===== src/rtl/rrba_pkg.sv =====
// ----------------------------------------------------------------------------
// rrba_pkg
// Shared types and constants of the region bump allocator.
// ----------------------------------------------------------------------------
package rrba_pkg;

	localparam int MAX_REGIONS_DEF  = 16;
	localparam int PAGE_BYTES_DEF   = 4096;
	localparam int ALIGN_UNIT_DEF   = 8;
	localparam int HEADER_BYTES_DEF = 32;

	localparam logic [6:0]  PAGES_RESET = 7'd16;
	localparam logic [31:0] BASE_RESET  = 32'h00a0_0000;
	localparam logic [23:0] REFS_MAX    = 24'hff_ffff;

	localparam int ADDR_W = 3;
	localparam logic [ADDR_W-1:0] REG_PAGES = 3'd0;
	localparam logic [ADDR_W-1:0] REG_BASE  = 3'd4;

	localparam logic [2:0] ST_ALLOC    = 3'd0;
	localparam logic [2:0] ST_FREED    = 3'd1;
	localparam logic [2:0] ST_RELEASED = 3'd2;
	localparam logic [2:0] ST_TOO_BIG  = 3'd3;
	localparam logic [2:0] ST_NO_SLOT  = 3'd4;
	localparam logic [2:0] ST_NOT_IN   = 3'd5;

	// Controller commands to the datapath.
	typedef struct packed {
		logic load;      // latch the input word, clear scan state
		logic scan;      // examine slot at the scan index
		logic commit;    // apply the chosen update and build the result
	} rrba_cmd_t;

	// Datapath status to the controller.
	typedef struct packed {
		logic scan_last; // scan index is at the last slot
	} rrba_sts_t;

endpackage


===== src/rtl/rrba_if.sv =====
// ----------------------------------------------------------------------------
// rrba_in_if / rrba_out_if
// Valid/ready channels for request and result words.
// ----------------------------------------------------------------------------
interface rrba_in_if;
	logic        valid;
	logic        ready;
	logic        mode;
	logic [23:0] request_bytes;
	logic [31:0] free_address;
	modport source (output valid, mode, request_bytes, free_address, input ready);
	modport sink (input valid, mode, request_bytes, free_address, output ready);
endinterface

interface rrba_out_if;
	logic        valid;
	logic        ready;
	logic [31:0] block_address;
	logic [2:0]  status;
	logic        opened_region;
	modport source (output valid, block_address, status, opened_region, input ready);
	modport sink (input valid, block_address, status, opened_region, output ready);
endinterface


===== src/rtl/rrba_ctrl.sv =====
// ----------------------------------------------------------------------------
// rrba_ctrl
// Sequencer: load, scan all slots, commit, hold result until taken.
// ----------------------------------------------------------------------------
module rrba_ctrl (
	input  logic                clk,
	input  logic                arst_n,
	input  logic                in_valid,
	output logic                in_ready,
	output logic                out_valid,
	input  logic                out_ready,
	output rrba_pkg::rrba_cmd_t cmd,
	input  rrba_pkg::rrba_sts_t sts
);
	import rrba_pkg::*;

	localparam logic [1:0] S_IDLE = 2'd0;
	localparam logic [1:0] S_SCAN = 2'd1;
	localparam logic [1:0] S_COMMIT = 2'd2;
	localparam logic [1:0] S_OUT = 2'd3;

	logic [1:0] state_q;

	assign in_ready = (state_q == S_IDLE);
	assign out_valid = (state_q == S_OUT);

	always_comb begin
		cmd = '0;
		cmd.load = in_valid && in_ready;
		cmd.scan = (state_q == S_SCAN);
		cmd.commit = (state_q == S_COMMIT);
	end

	always_ff @(posedge clk or negedge arst_n) begin
		if (!arst_n) begin
			state_q <= S_IDLE;
		end else begin
			unique case (state_q)
				S_IDLE: if (in_valid) state_q <= S_SCAN;
				S_SCAN: if (sts.scan_last) state_q <= S_COMMIT;
				S_COMMIT: state_q <= S_OUT;
				S_OUT: if (out_ready) state_q <= S_IDLE;
				default: state_q <= S_IDLE;
			endcase
		end
	end

	a_commit_after_scan: assert property (@(posedge clk) disable iff (!arst_n)
		cmd.commit |-> $past(cmd.scan)) else $error("commit without scan");
	a_out_after_commit: assert property (@(posedge clk) disable iff (!arst_n)
		$rose(out_valid) |-> $past(cmd.commit)) else $error("result without commit");
	a_no_load_busy: assert property (@(posedge clk) disable iff (!arst_n)
		cmd.load |-> !out_valid) else $error("load while result pending");
endmodule


===== src/rtl/rrba_dp.sv =====
// ----------------------------------------------------------------------------
// rrba_dp
// Slot table, serial slot scan and commit arithmetic.
// ----------------------------------------------------------------------------
module rrba_dp #(
	parameter int MAX_REGIONS  = rrba_pkg::MAX_REGIONS_DEF,
	parameter int PAGE_BYTES   = rrba_pkg::PAGE_BYTES_DEF,
	parameter int ALIGN_UNIT   = rrba_pkg::ALIGN_UNIT_DEF,
	parameter int HEADER_BYTES = rrba_pkg::HEADER_BYTES_DEF
) (
	input  logic                clk,
	input  logic                arst_n,
	input  rrba_pkg::rrba_cmd_t cmd,
	output rrba_pkg::rrba_sts_t sts,
	input  logic [6:0]          region_pages,
	input  logic [31:0]         arena_base,
	input  logic                in_mode,
	input  logic [23:0]         in_request_bytes,
	input  logic [31:0]         in_free_address,
	output logic [31:0]         block_address,
	output logic [2:0]          status,
	output logic                opened_region
);
	import rrba_pkg::*;

	localparam int SW = (MAX_REGIONS > 1) ? $clog2(MAX_REGIONS) : 1;
	localparam int AL_W = (ALIGN_UNIT > 1) ? $clog2(ALIGN_UNIT) : 1;
	// A 24-bit request rounded up to the alignment unit needs one more bit.
	localparam int NW = 25;
	localparam int OW = 32;
	localparam logic [OW-1:0] HDR_ROUND =
		OW'(((HEADER_BYTES + ALIGN_UNIT - 1) / ALIGN_UNIT) * ALIGN_UNIT);
	localparam logic [SW:0] LAST = (SW+1)'(MAX_REGIONS - 1);

	// Slot table: per-slot registers; live bits and stamps are read through the scan index.
	logic [MAX_REGIONS-1:0] live_q;
	logic [23:0] refs_q   [MAX_REGIONS];
	logic [OW-1:0] woff_q [MAX_REGIONS];
	logic [31:0] stamp_q  [MAX_REGIONS];
	logic [31:0] open_cnt_q;

	logic        mode_q;
	logic [NW-1:0] need_q;
	logic [31:0] faddr_q;
	logic [SW:0] idx_q;
	logic [31:0] start_q;         // start of slot idx_q
	logic        newest_ok_q;
	logic [SW-1:0] newest_q;
	logic [31:0] newest_age_q;
	logic [31:0] newest_start_q;
	logic [SW-1:0] free_slot_q;   // lowest free slot
	logic        has_free_q;
	logic        hit_q;
	logic [SW-1:0] hit_slot_q;

	logic [6:0]  pages_c;
	logic [31:0] rbytes;
	logic [SW-1:0] si;
	logic [31:0] age;
	logic [31:0] off;
	logic [NW-1:0] rounded;
	logic [OW:0] end_sum;
	logic        room;
	logic        too_big;

	always_comb begin
		pages_c = region_pages;
		if (pages_c == 7'd0) pages_c = 7'd1;
		if (pages_c > 7'd64) pages_c = 7'd64;
	end
	assign rbytes = 32'(pages_c) * 32'(PAGE_BYTES);
	assign si = idx_q[SW-1:0];
	assign age = open_cnt_q - stamp_q[si];
	assign off = faddr_q - start_q;
	assign rounded = ((NW'(in_request_bytes) + NW'(ALIGN_UNIT - 1)) >> AL_W) << AL_W;
	assign sts.scan_last = (idx_q == LAST);
	assign end_sum = {1'b0, woff_q[newest_q]} + (OW+1)'(need_q);
	assign room = end_sum <= (OW+1)'(rbytes);
	assign too_big = 32'(need_q) > (rbytes >> 6);

	always_ff @(posedge clk or negedge arst_n) begin
		if (!arst_n) begin
			live_q <= '0;
			open_cnt_q <= '0;
		end else if (cmd.commit) begin
			if (mode_q) begin
				if (hit_q) begin
					if (refs_q[hit_slot_q] <= 24'd1) live_q[hit_slot_q] <= 1'b0;
				end
			end else if (!too_big && !(newest_ok_q && room) && has_free_q) begin
				live_q[free_slot_q] <= 1'b1;
				open_cnt_q <= open_cnt_q + 32'd1;
			end
		end
	end

	always_ff @(posedge clk) begin
		if (cmd.load) begin
			mode_q <= in_mode;
			need_q <= (ALIGN_UNIT > 1) ? rounded : NW'(in_request_bytes);
			faddr_q <= in_free_address;
			idx_q <= '0;
			start_q <= arena_base;
			newest_ok_q <= 1'b0;
			has_free_q <= 1'b0;
			hit_q <= 1'b0;
		end else if (cmd.scan) begin
			if (!sts.scan_last) idx_q <= idx_q + (SW+1)'(1);
			start_q <= start_q + rbytes;
			if (live_q[si]) begin
				if (!newest_ok_q || age < newest_age_q) begin
					newest_ok_q <= 1'b1;
					newest_q <= si;
					newest_age_q <= age;
					newest_start_q <= start_q;
				end
				if (!hit_q && off != 32'd0 && off < rbytes) begin
					hit_q <= 1'b1;
					hit_slot_q <= si;
				end
			end else if (!has_free_q) begin
				has_free_q <= 1'b1;
				free_slot_q <= si;
			end
		end else if (cmd.commit) begin
			block_address <= '0;
			opened_region <= 1'b0;
			if (mode_q) begin
				if (!hit_q) begin
					status <= ST_NOT_IN;
				end else begin
					if (refs_q[hit_slot_q] > 24'd0)
						refs_q[hit_slot_q] <= refs_q[hit_slot_q] - 24'd1;
					status <= (refs_q[hit_slot_q] <= 24'd1) ? ST_RELEASED : ST_FREED;
				end
			end else if (too_big) begin
				status <= ST_TOO_BIG;
			end else if (newest_ok_q && room) begin
				status <= ST_ALLOC;
				block_address <= newest_start_q + woff_q[newest_q];
				if (refs_q[newest_q] != REFS_MAX) refs_q[newest_q] <= refs_q[newest_q] + 24'd1;
				woff_q[newest_q] <= woff_q[newest_q] + OW'(need_q);
			end else if (!has_free_q) begin
				status <= ST_NO_SLOT;
			end else begin
				status <= ST_ALLOC;
				opened_region <= 1'b1;
				block_address <= arena_base + 32'(free_slot_q) * rbytes + HDR_ROUND;
				refs_q[free_slot_q] <= 24'd1;
				woff_q[free_slot_q] <= HDR_ROUND + OW'(need_q);
				stamp_q[free_slot_q] <= open_cnt_q;
			end
		end
	end

	a_hit_live: assert property (@(posedge clk) disable iff (!arst_n)
		(cmd.commit && mode_q && hit_q) |-> live_q[hit_slot_q]) else $error("hit on dead slot");
	a_free_dead: assert property (@(posedge clk) disable iff (!arst_n)
		(cmd.commit && has_free_q) |-> !live_q[free_slot_q]) else $error("free slot live");
	a_scan_range: assert property (@(posedge clk) disable iff (!arst_n)
		cmd.scan |-> (idx_q <= LAST)) else $error("scan index past last slot");
endmodule


===== src/rtl/refcounted_region_bump_allocator_unit.sv =====
// ----------------------------------------------------------------------------
// refcounted_region_bump_allocator_unit
// Region bump allocator with per-region reference counts.
// ----------------------------------------------------------------------------
// Channel   Dir   Word contents
// req       in    mode, request_bytes, free_address
// rsp       out   block_address, status, opened_region
// apb       in    region page count at 0x0, arena_base at 0x4
//
// A word's result is shown after a serial scan over the slot table, slot by slot,
// then a commit step. The unit is ready for the next word in the cycle after the
// result has been accepted, so it takes no new word before the last is through.
// Reset clears all live bits and the open counter at once; no clearing pass.
// A stalled result holds the unit; the request side sees ready low meanwhile.
module refcounted_region_bump_allocator_unit #(
	parameter int MAX_REGIONS  = rrba_pkg::MAX_REGIONS_DEF,
	parameter int PAGE_BYTES   = rrba_pkg::PAGE_BYTES_DEF,
	parameter int ALIGN_UNIT   = rrba_pkg::ALIGN_UNIT_DEF,
	parameter int HEADER_BYTES = rrba_pkg::HEADER_BYTES_DEF
) (
	input  logic                        clk,
	input  logic                        arst_n,
	rrba_in_if.sink                     req,
	rrba_out_if.source                  rsp,
	input  logic                        psel,
	input  logic                        penable,
	input  logic                        pwrite,
	input  logic [rrba_pkg::ADDR_W-1:0] paddr,
	input  logic [31:0]                 pwdata,
	output logic [31:0]                 prdata,
	output logic                        pready
);
	import rrba_pkg::*;

	logic [6:0]  pages_q;
	logic [31:0] base_q;
	rrba_cmd_t   cmd;
	rrba_sts_t   sts;

	// Configuration registers; writes land on the access phase.
	assign pready = 1'b1;
	always_ff @(posedge clk or negedge arst_n) begin
		if (!arst_n) begin
			pages_q <= PAGES_RESET;
			base_q <= BASE_RESET;
		end else if (psel && penable && pwrite) begin
			if (paddr == REG_PAGES) pages_q <= pwdata[6:0];
			else if (paddr == REG_BASE) base_q <= pwdata;
		end
	end
	always_comb begin
		prdata = '0;
		if (paddr == REG_PAGES) prdata = {25'd0, pages_q};
		else if (paddr == REG_BASE) prdata = base_q;
	end

	rrba_ctrl u_ctrl (
		.clk, .arst_n,
		.in_valid(req.valid), .in_ready(req.ready),
		.out_valid(rsp.valid), .out_ready(rsp.ready),
		.cmd, .sts
	);

	rrba_dp #(
		.MAX_REGIONS(MAX_REGIONS), .PAGE_BYTES(PAGE_BYTES),
		.ALIGN_UNIT(ALIGN_UNIT), .HEADER_BYTES(HEADER_BYTES)
	) u_dp (
		.clk, .arst_n, .cmd, .sts,
		.region_pages(pages_q), .arena_base(base_q),
		.in_mode(req.mode), .in_request_bytes(req.request_bytes),
		.in_free_address(req.free_address),
		.block_address(rsp.block_address), .status(rsp.status),
		.opened_region(rsp.opened_region)
	);
endmodule

===== src/flat_wrapper.sv =====
// flat-port wrapper written by rule: the top's interface ports become plain ports
module refcounted_region_bump_allocator_unit_flat import rrba_pkg::*;
#(
	parameter int MAX_REGIONS  = rrba_pkg::MAX_REGIONS_DEF,
	parameter int PAGE_BYTES   = rrba_pkg::PAGE_BYTES_DEF,
	parameter int ALIGN_UNIT   = rrba_pkg::ALIGN_UNIT_DEF,
	parameter int HEADER_BYTES = rrba_pkg::HEADER_BYTES_DEF
)
  (clk, arst_n, psel, penable, pwrite, paddr, pwdata, prdata, pready, req_valid, req_mode, req_request_bytes, req_free_address, req_ready, rsp_valid, rsp_block_address, rsp_status, rsp_opened_region, rsp_ready);
  rrba_in_if req_i ();
  rrba_out_if rsp_i ();
  input  logic clk;
  input  logic arst_n;
  input  logic psel;
  input  logic penable;
  input  logic pwrite;
  input  logic [rrba_pkg::ADDR_W-1:0] paddr;
  input  logic [31:0] pwdata;
  output logic [31:0] prdata;
  output logic pready;
  input wire logic [$bits(req_i.valid)-1:0] req_valid;
  input wire logic [$bits(req_i.mode)-1:0] req_mode;
  input wire logic [$bits(req_i.request_bytes)-1:0] req_request_bytes;
  input wire logic [$bits(req_i.free_address)-1:0] req_free_address;
  output wire logic [$bits(req_i.ready)-1:0] req_ready;
  output wire logic [$bits(rsp_i.valid)-1:0] rsp_valid;
  output wire logic [$bits(rsp_i.block_address)-1:0] rsp_block_address;
  output wire logic [$bits(rsp_i.status)-1:0] rsp_status;
  output wire logic [$bits(rsp_i.opened_region)-1:0] rsp_opened_region;
  input wire logic [$bits(rsp_i.ready)-1:0] rsp_ready;
  assign req_i.valid = req_valid;
  assign req_i.mode = req_mode;
  assign req_i.request_bytes = req_request_bytes;
  assign req_i.free_address = req_free_address;
  assign req_ready = req_i.ready;
  assign rsp_valid = rsp_i.valid;
  assign rsp_block_address = rsp_i.block_address;
  assign rsp_status = rsp_i.status;
  assign rsp_opened_region = rsp_i.opened_region;
  assign rsp_i.ready = rsp_ready;
  refcounted_region_bump_allocator_unit #(.MAX_REGIONS(MAX_REGIONS), .PAGE_BYTES(PAGE_BYTES), .ALIGN_UNIT(ALIGN_UNIT), .HEADER_BYTES(HEADER_BYTES)) u_core (.clk(clk), .arst_n(arst_n), .req(req_i), .rsp(rsp_i), .psel(psel), .penable(penable), .pwrite(pwrite), .paddr(paddr), .pwdata(pwdata), .prdata(prdata), .pready(pready));
endmodule

===== config.mk =====
export PLATFORM = sky130hd
export DESIGN_NAME = refcounted_region_bump_allocator_unit_flat
export DESIGN_NICKNAME = d
export VERILOG_FILES = /design/src/rtl/rrba_pkg.sv /design/src/rtl/rrba_if.sv /design/src/rtl/rrba_ctrl.sv /design/src/rtl/rrba_dp.sv /design/src/rtl/refcounted_region_bump_allocator_unit.sv /design/src/flat_wrapper.sv
export SDC_FILE = /design/constraint.sdc
export NUM_CORES = 2
export LEC_CHECK = 0
export BUFFER_PORTS_ARGS = -buffer_cell sky130_fd_sc_hd__buf_2
export CORE_MARGIN = 1
export CORE_UTILIZATION = 55
export DETAILED_ROUTE_END_ITERATION = 8
export PLACE_DENSITY = 0.71
export SLEW_MARGIN = 20
export SYNTH_ARGS = -nofsm -noshare
export SYNTH_HDL_FRONTEND = slang
export SYNTH_SLANG_ARGS = --single-unit

===== constraint.sdc =====
create_clock -name clk -period 22.6 [get_ports clk]
set_clock_uncertainty 0.2 [all_clocks]
set_input_delay 2.26 -clock clk [delete_from_list [all_inputs] [get_ports clk]]
set_output_delay 2.26 -clock clk [all_outputs]
set_load 0.01 [all_outputs]

==> run_summary.xml <==
<?xml version="1.0" encoding="UTF-8"?>
<metrics>
  <group name="run_status">
    <metric name="status" unit="">finished clean</metric>
  </group>
  <group name="place">
    <metric name="place.port_buffers" unit="">168</metric>
    <metric name="detailed_place_hpwl" unit="mm">122.4</metric>
    <metric name="placedInstanceArea" unit="um2">82350</metric>
    <metric name="gp_congestion" unit="">0.9492</metric>
  </group>
  <group name="yosys">
    <metric name="postSynthCellCount" unit="">4624</metric>
    <metric name="synth.net_count" unit="">4949</metric>
    <metric name="ys_top_cells_by_area" unit="">sky130_fd_sc_hd__edfxtp_1 61%, sky130_fd_sc_hd__mux4_2 15%, sky130_fd_sc_hd__ha_1 3.4%, sky130_fd_sc_hd__dfrtp_1 2.7%, sky130_fd_sc_hd__xnor2_1 1.8%</metric>
    <metric name="synth_largest_area_cell" unit="">sky130_fd_sc_hd__edfxtp_1</metric>
    <metric name="ys_dominant_reg_cell" unit="">sky130_fd_sc_hd__edfxtp_1</metric>
    <metric name="synth-warning-count" unit="">0</metric>
    <metric name="syn-mean-instance-area" unit="um2">17.05</metric>
    <metric name="synth_cell_type_count" unit="">90</metric>
    <metric name="synth_sequential_area_ratio" unit="">0.6455</metric>
    <metric name="synthArstFlopShare" unit="">0.05186</metric>
    <metric name="synth-seq-cells" unit="">1716</metric>
    <metric name="synth_edf_count" unit="">1607</metric>
    <metric name="synth_top_cell_area_share" unit="">0.6121</metric>
    <metric name="synth.cell_area" unit="um2">78830</metric>
  </group>
  <group name="finish">
    <metric name="nets" unit="">5209</metric>
    <metric name="final-seq-area" unit="um2">50930</metric>
    <metric name="layout-area-overhead-vs-synth" unit="%">11.70</metric>
    <metric name="layout_filler_cell_count" unit="">10151</metric>
    <metric name="multi_input_area" unit="um2">26710</metric>
    <metric name="final_area" unit="um2">88050</metric>
    <metric name="layout-drive-gt1-share" unit="">0.2469</metric>
  </group>
  <group name="drt">
    <metric name="routed_via_density" unit="">6.408</metric>
    <metric name="route.final.wire_length" unit="mm">196.5</metric>
    <metric name="vias" unit="">44356</metric>
    <metric name="routedWlPerCell" unit="um">28.39</metric>
    <metric name="dr.pass1.iters" unit="">6</metric>
    <metric name="detail_route.drc_violations" unit="">0</metric>
    <metric name="drt.antenna.violating_nets" unit="">0</metric>
    <metric name="drt_iter0_drc" unit="">5034</metric>
  </group>
  <group name="sta">
    <metric name="timing.final.max_slew_violations" unit="">0</metric>
    <metric name="timing.final.setup_violations" unit="">0</metric>
    <metric name="worst-slew-pin-transition" unit="ns">1.150</metric>
    <metric name="max-slew-margin-rel" unit="">0.2280</metric>
    <metric name="period_needed" unit="ns">10.96</metric>
    <metric name="timing.final.hold_violations" unit="">0</metric>
    <metric name="rsz0062_at_grt" unit="">false</metric>
    <metric name="tns" unit="ns">0</metric>
    <metric name="finalCritPeriodShare" unit="">0.4851</metric>
    <metric name="fmax" unit="MHz">91.22</metric>
  </group>
  <group name="pwr">
    <metric name="pwr-share-seq" unit="">0.487</metric>
    <metric name="ir_drop" unit="mV">0.08292</metric>
    <metric name="swShare" unit="">0.2689</metric>
    <metric name="power_switching" unit="mW">2.097</metric>
    <metric name="cellInternalPower" unit="mW">5.701</metric>
    <metric name="clock_power_share" unit="">0.366</metric>
    <metric name="total_leakage_power" unit="nW">29.26</metric>
    <metric name="p_per_area" unit="nW/um2">88.55</metric>
    <metric name="comb_power_share" unit="">0.147</metric>
  </group>
  <group name="floorplan">
    <metric name="core_region_area" unit="um2">141900</metric>
    <metric name="die_w" unit="um">380.6</metric>
    <metric name="floorplan.die.height" unit="um">380.6</metric>
    <metric name="initial_utilization" unit="">0.5554</metric>
    <metric name="die-area" unit="um2">144900</metric>
    <metric name="boundaryPins" unit="">170</metric>
    <metric name="std_cell_rows" unit="">138</metric>
  </group>
  <group name="worst_setup_path">
    <metric name="worstPathArrival" unit="ns">11.21</metric>
    <metric name="crit_path_max_fanout" unit="">50</metric>
    <metric name="crit_top_cell" unit="">sky130_fd_sc_hd__a21oi_1</metric>
    <metric name="critical_path.slowest_cell" unit="">sky130_fd_sc_hd__dfxtp_4</metric>
    <metric name="cp-end-kind" unit="">flop</metric>
    <metric name="cp_slowest_stage_delay" unit="ns">0.93</metric>
    <metric name="critical_path_class" unit="">flop to flop</metric>
    <metric name="start_kind" unit="">flop</metric>
    <metric name="cp_data_required_time" unit="ns">22.85</metric>
  </group>
  <group name="global_route">
    <metric name="first_pass_grt_wire_length" unit="mm">292.1</metric>
    <metric name="number_of_antenna_violations_at_the_first_check_in_global_routing" unit="">7</metric>
    <metric name="gr-total-overflow" unit="">0</metric>
    <metric name="grt_max_degree" unit="">85</metric>
    <metric name="number_of_global_route_vias_before_repair" unit="">44488</metric>
    <metric name="global_route.usage.total" unit="">0.2733</metric>
  </group>
  <group name="cts">
    <metric name="cts-root-buf" unit="">sky130_fd_sc_hd__clkbuf_16</metric>
    <metric name="cts_tree" unit="">yes</metric>
    <metric name="cts-root-to-sink-buffers" unit="">3</metric>
    <metric name="post_cts_hold_buffer_count" unit="">0</metric>
    <metric name="tritoncts.num_buffers" unit="">171</metric>
    <metric name="clock_sink_count" unit="">1716</metric>
    <metric name="h_tree_lvl_count" unit="">4</metric>
    <metric name="clk_transition_reported_paths" unit="ns">0.06</metric>
    <metric name="clk-insertion-delay-late" unit="ns">0.82</metric>
    <metric name="post_cts.repair.setup_buffers" unit="">0</metric>
    <metric name="cts.repair.resized" unit="">0</metric>
  </group>
  <group name="flow_run">
    <metric name="max_cap_violations" unit="">0</metric>
  </group>
  <group name="worst_hold_path">
    <metric name="class_of_the_tightest_hold_or_removal_check" unit="">flop to flop</metric>
  </group>
</metrics>
layer usage:
layer  wire length, um  up-vias  GRT usage  part of all wire
met4              3450        4    0.06143             0.018
li1                  -    18984          -                 -
met5                27        -          0           0.00014
met3             16520      248    0.04756             0.084
met1             84100    23135     0.4092              0.43
met2             92400     1985     0.4235              0.47
cell usage in the layout, fill, tap and decap left out, types with 140 or more instances in the layout:
cell                           n
sky130_fd_sc_hd__nand2_1     166
sky130_fd_sc_hd__a21oi_1     140
sky130_fd_sc_hd__mux4_2      541
sky130_fd_sc_hd__inv_1       194
sky130_fd_sc_hd__nor2_1      192
sky130_fd_sc_hd__buf_2       167
sky130_fd_sc_hd__clkbuf_16   171
sky130_fd_sc_hd__xnor2_1     166
sky130_fd_sc_hd__ha_1        211
sky130_fd_sc_hd__edfxtp_1   1607
cell families after synthesis:
logic type | Yosys count | share of synthesized area
AOI/OAI and AO/OA | 541 | 0.04423
adders and majority gates | 226 | 0.03720
muxes | 655 | 0.1700
other | 1 | 0.00004757
buffers and inverters | 383 | 0.02087
DFF | 1716 | 0.6455
and+or+nand+nor | 854 | 0.05461
xor gates and xnor gates | 248 | 0.02755
cells in the mapped netlist, drive strengths merged (22+ instances only):
library cell	n
o22ai	22
nand4	35
xnor2	166
and3	40
edfxtp	1607
buf	82
xor2	82
a21o	48
and2	62
a211oi	48
ha	212
nor3	64
mux2i	54
nand3	69
o21a	30
mux4	541
nor2	230
dfrtp	86
nand2	168
o21ai	121
mux2	60
nor2b	60
inv	196
nand2b	38
a21oi	143
clkbuf	103
stage by stage:
stage	hold slack [ns]	utilization	total power, mW	setup slack [ns]	std cells
2_1_floorplan	0.2264	-	4.579	11.32	4624
3_3_place_gp	0.2308	0.5802	4.965	11.35	6601
3_5_place_dp	0.2389	0.5802	4.983	11.57	6601
4_1_cts	0.2475	0.6201	7.817	11.52	6916
5_1_grt	0.2571	0.6203	8.065	11.17	6917
6_report	0.2563	0.6204	7.797	11.64	6922
final timing paths:
path,startpoint,to,slack (ns),cells after the start
setup / recovery,flop,u_core.u_dp.woff_q[5][4],11.64,26
hold / removal,u_core.u_dp.start_q[6],u_core.u_dp.newest_start_q[6],0.26,0
setup reg to reg,flop,u_core.u_dp.woff_q[5][4],11.64,26
hold reg to reg,u_core.u_dp.start_q[6],u_core.u_dp.newest_start_q[6],0.26,0
max in group asynchronous,arst_n,u_core.u_dp.open_cnt_q[11],19.61,2
min in group asynchronous,arst_n,u_core.base_q[16],1.17,1
state kept, by name (all words and copies together), names as in the netlist, 2 cells and up, named ones only:
signal / cells
u_core.base_q: 32
u_core.pages_q: 7
u_core.u_ctrl.state_q: 2
u_core.u_dp.block_address: 32
u_core.u_dp.faddr_q: 32
u_core.u_dp.free_slot_q: 4
u_core.u_dp.hit_slot_q: 4
u_core.u_dp.idx_q: 5
u_core.u_dp.live_q: 16
u_core.u_dp.need_q: 22
u_core.u_dp.newest_age_q: 32
u_core.u_dp.newest_q: 4
u_core.u_dp.newest_start_q: 32
u_core.u_dp.open_cnt_q: 32
u_core.u_dp.refs_q: 384
u_core.u_dp.stamp_q: 512
u_core.u_dp.start_q: 32
u_core.u_dp.status: 3
u_core.u_dp.woff_q: 512
worst max-delay path: cells and delay by family (launching register included):
family / cells / cell delay [ns]
AO/OA/AOI/OAI: 7 / 2.10
XOR/XNOR: 1 / 0.12
adder cells (fa/ha/maj): 2 / 0.68
buffers and inverters: 2 / 1.37
flip-flops: 1 / 0.93
multiplexers: 2 / 1.17
AND/OR/NAND/NOR: 12 / 3.92
power groups by stage:
| stage | combinational [mW] | clock (mW) | sequential, mW |
|---|---|---|---|
| CTS | 1.13 | 2.89 | 3.80 |
| global route | 1.25 | 3.01 | 3.81 |
| detailed placement | 1.12 | 0 | 3.86 |
| finish | 1.14 | 2.86 | 3.80 |
| floorplan | 0.828 | 0 | 3.75 |
| global placement | 1.10 | 0 | 3.86 |
area by class of cell:
type | instances | area share
clock buffer | 211 | 0.05132
antenna | 6 | 0.0001705
multi-input combinational | 2525 | 0.3034
tap | 1890 | 0.02686
sequential | 1716 | 0.5783
clock inverter | 104 | 0.01287
inverter | 198 | 0.008469
timing repair buffer | 272 | 0.01859
No activity file was read; power rests on OpenSTA's default activity.
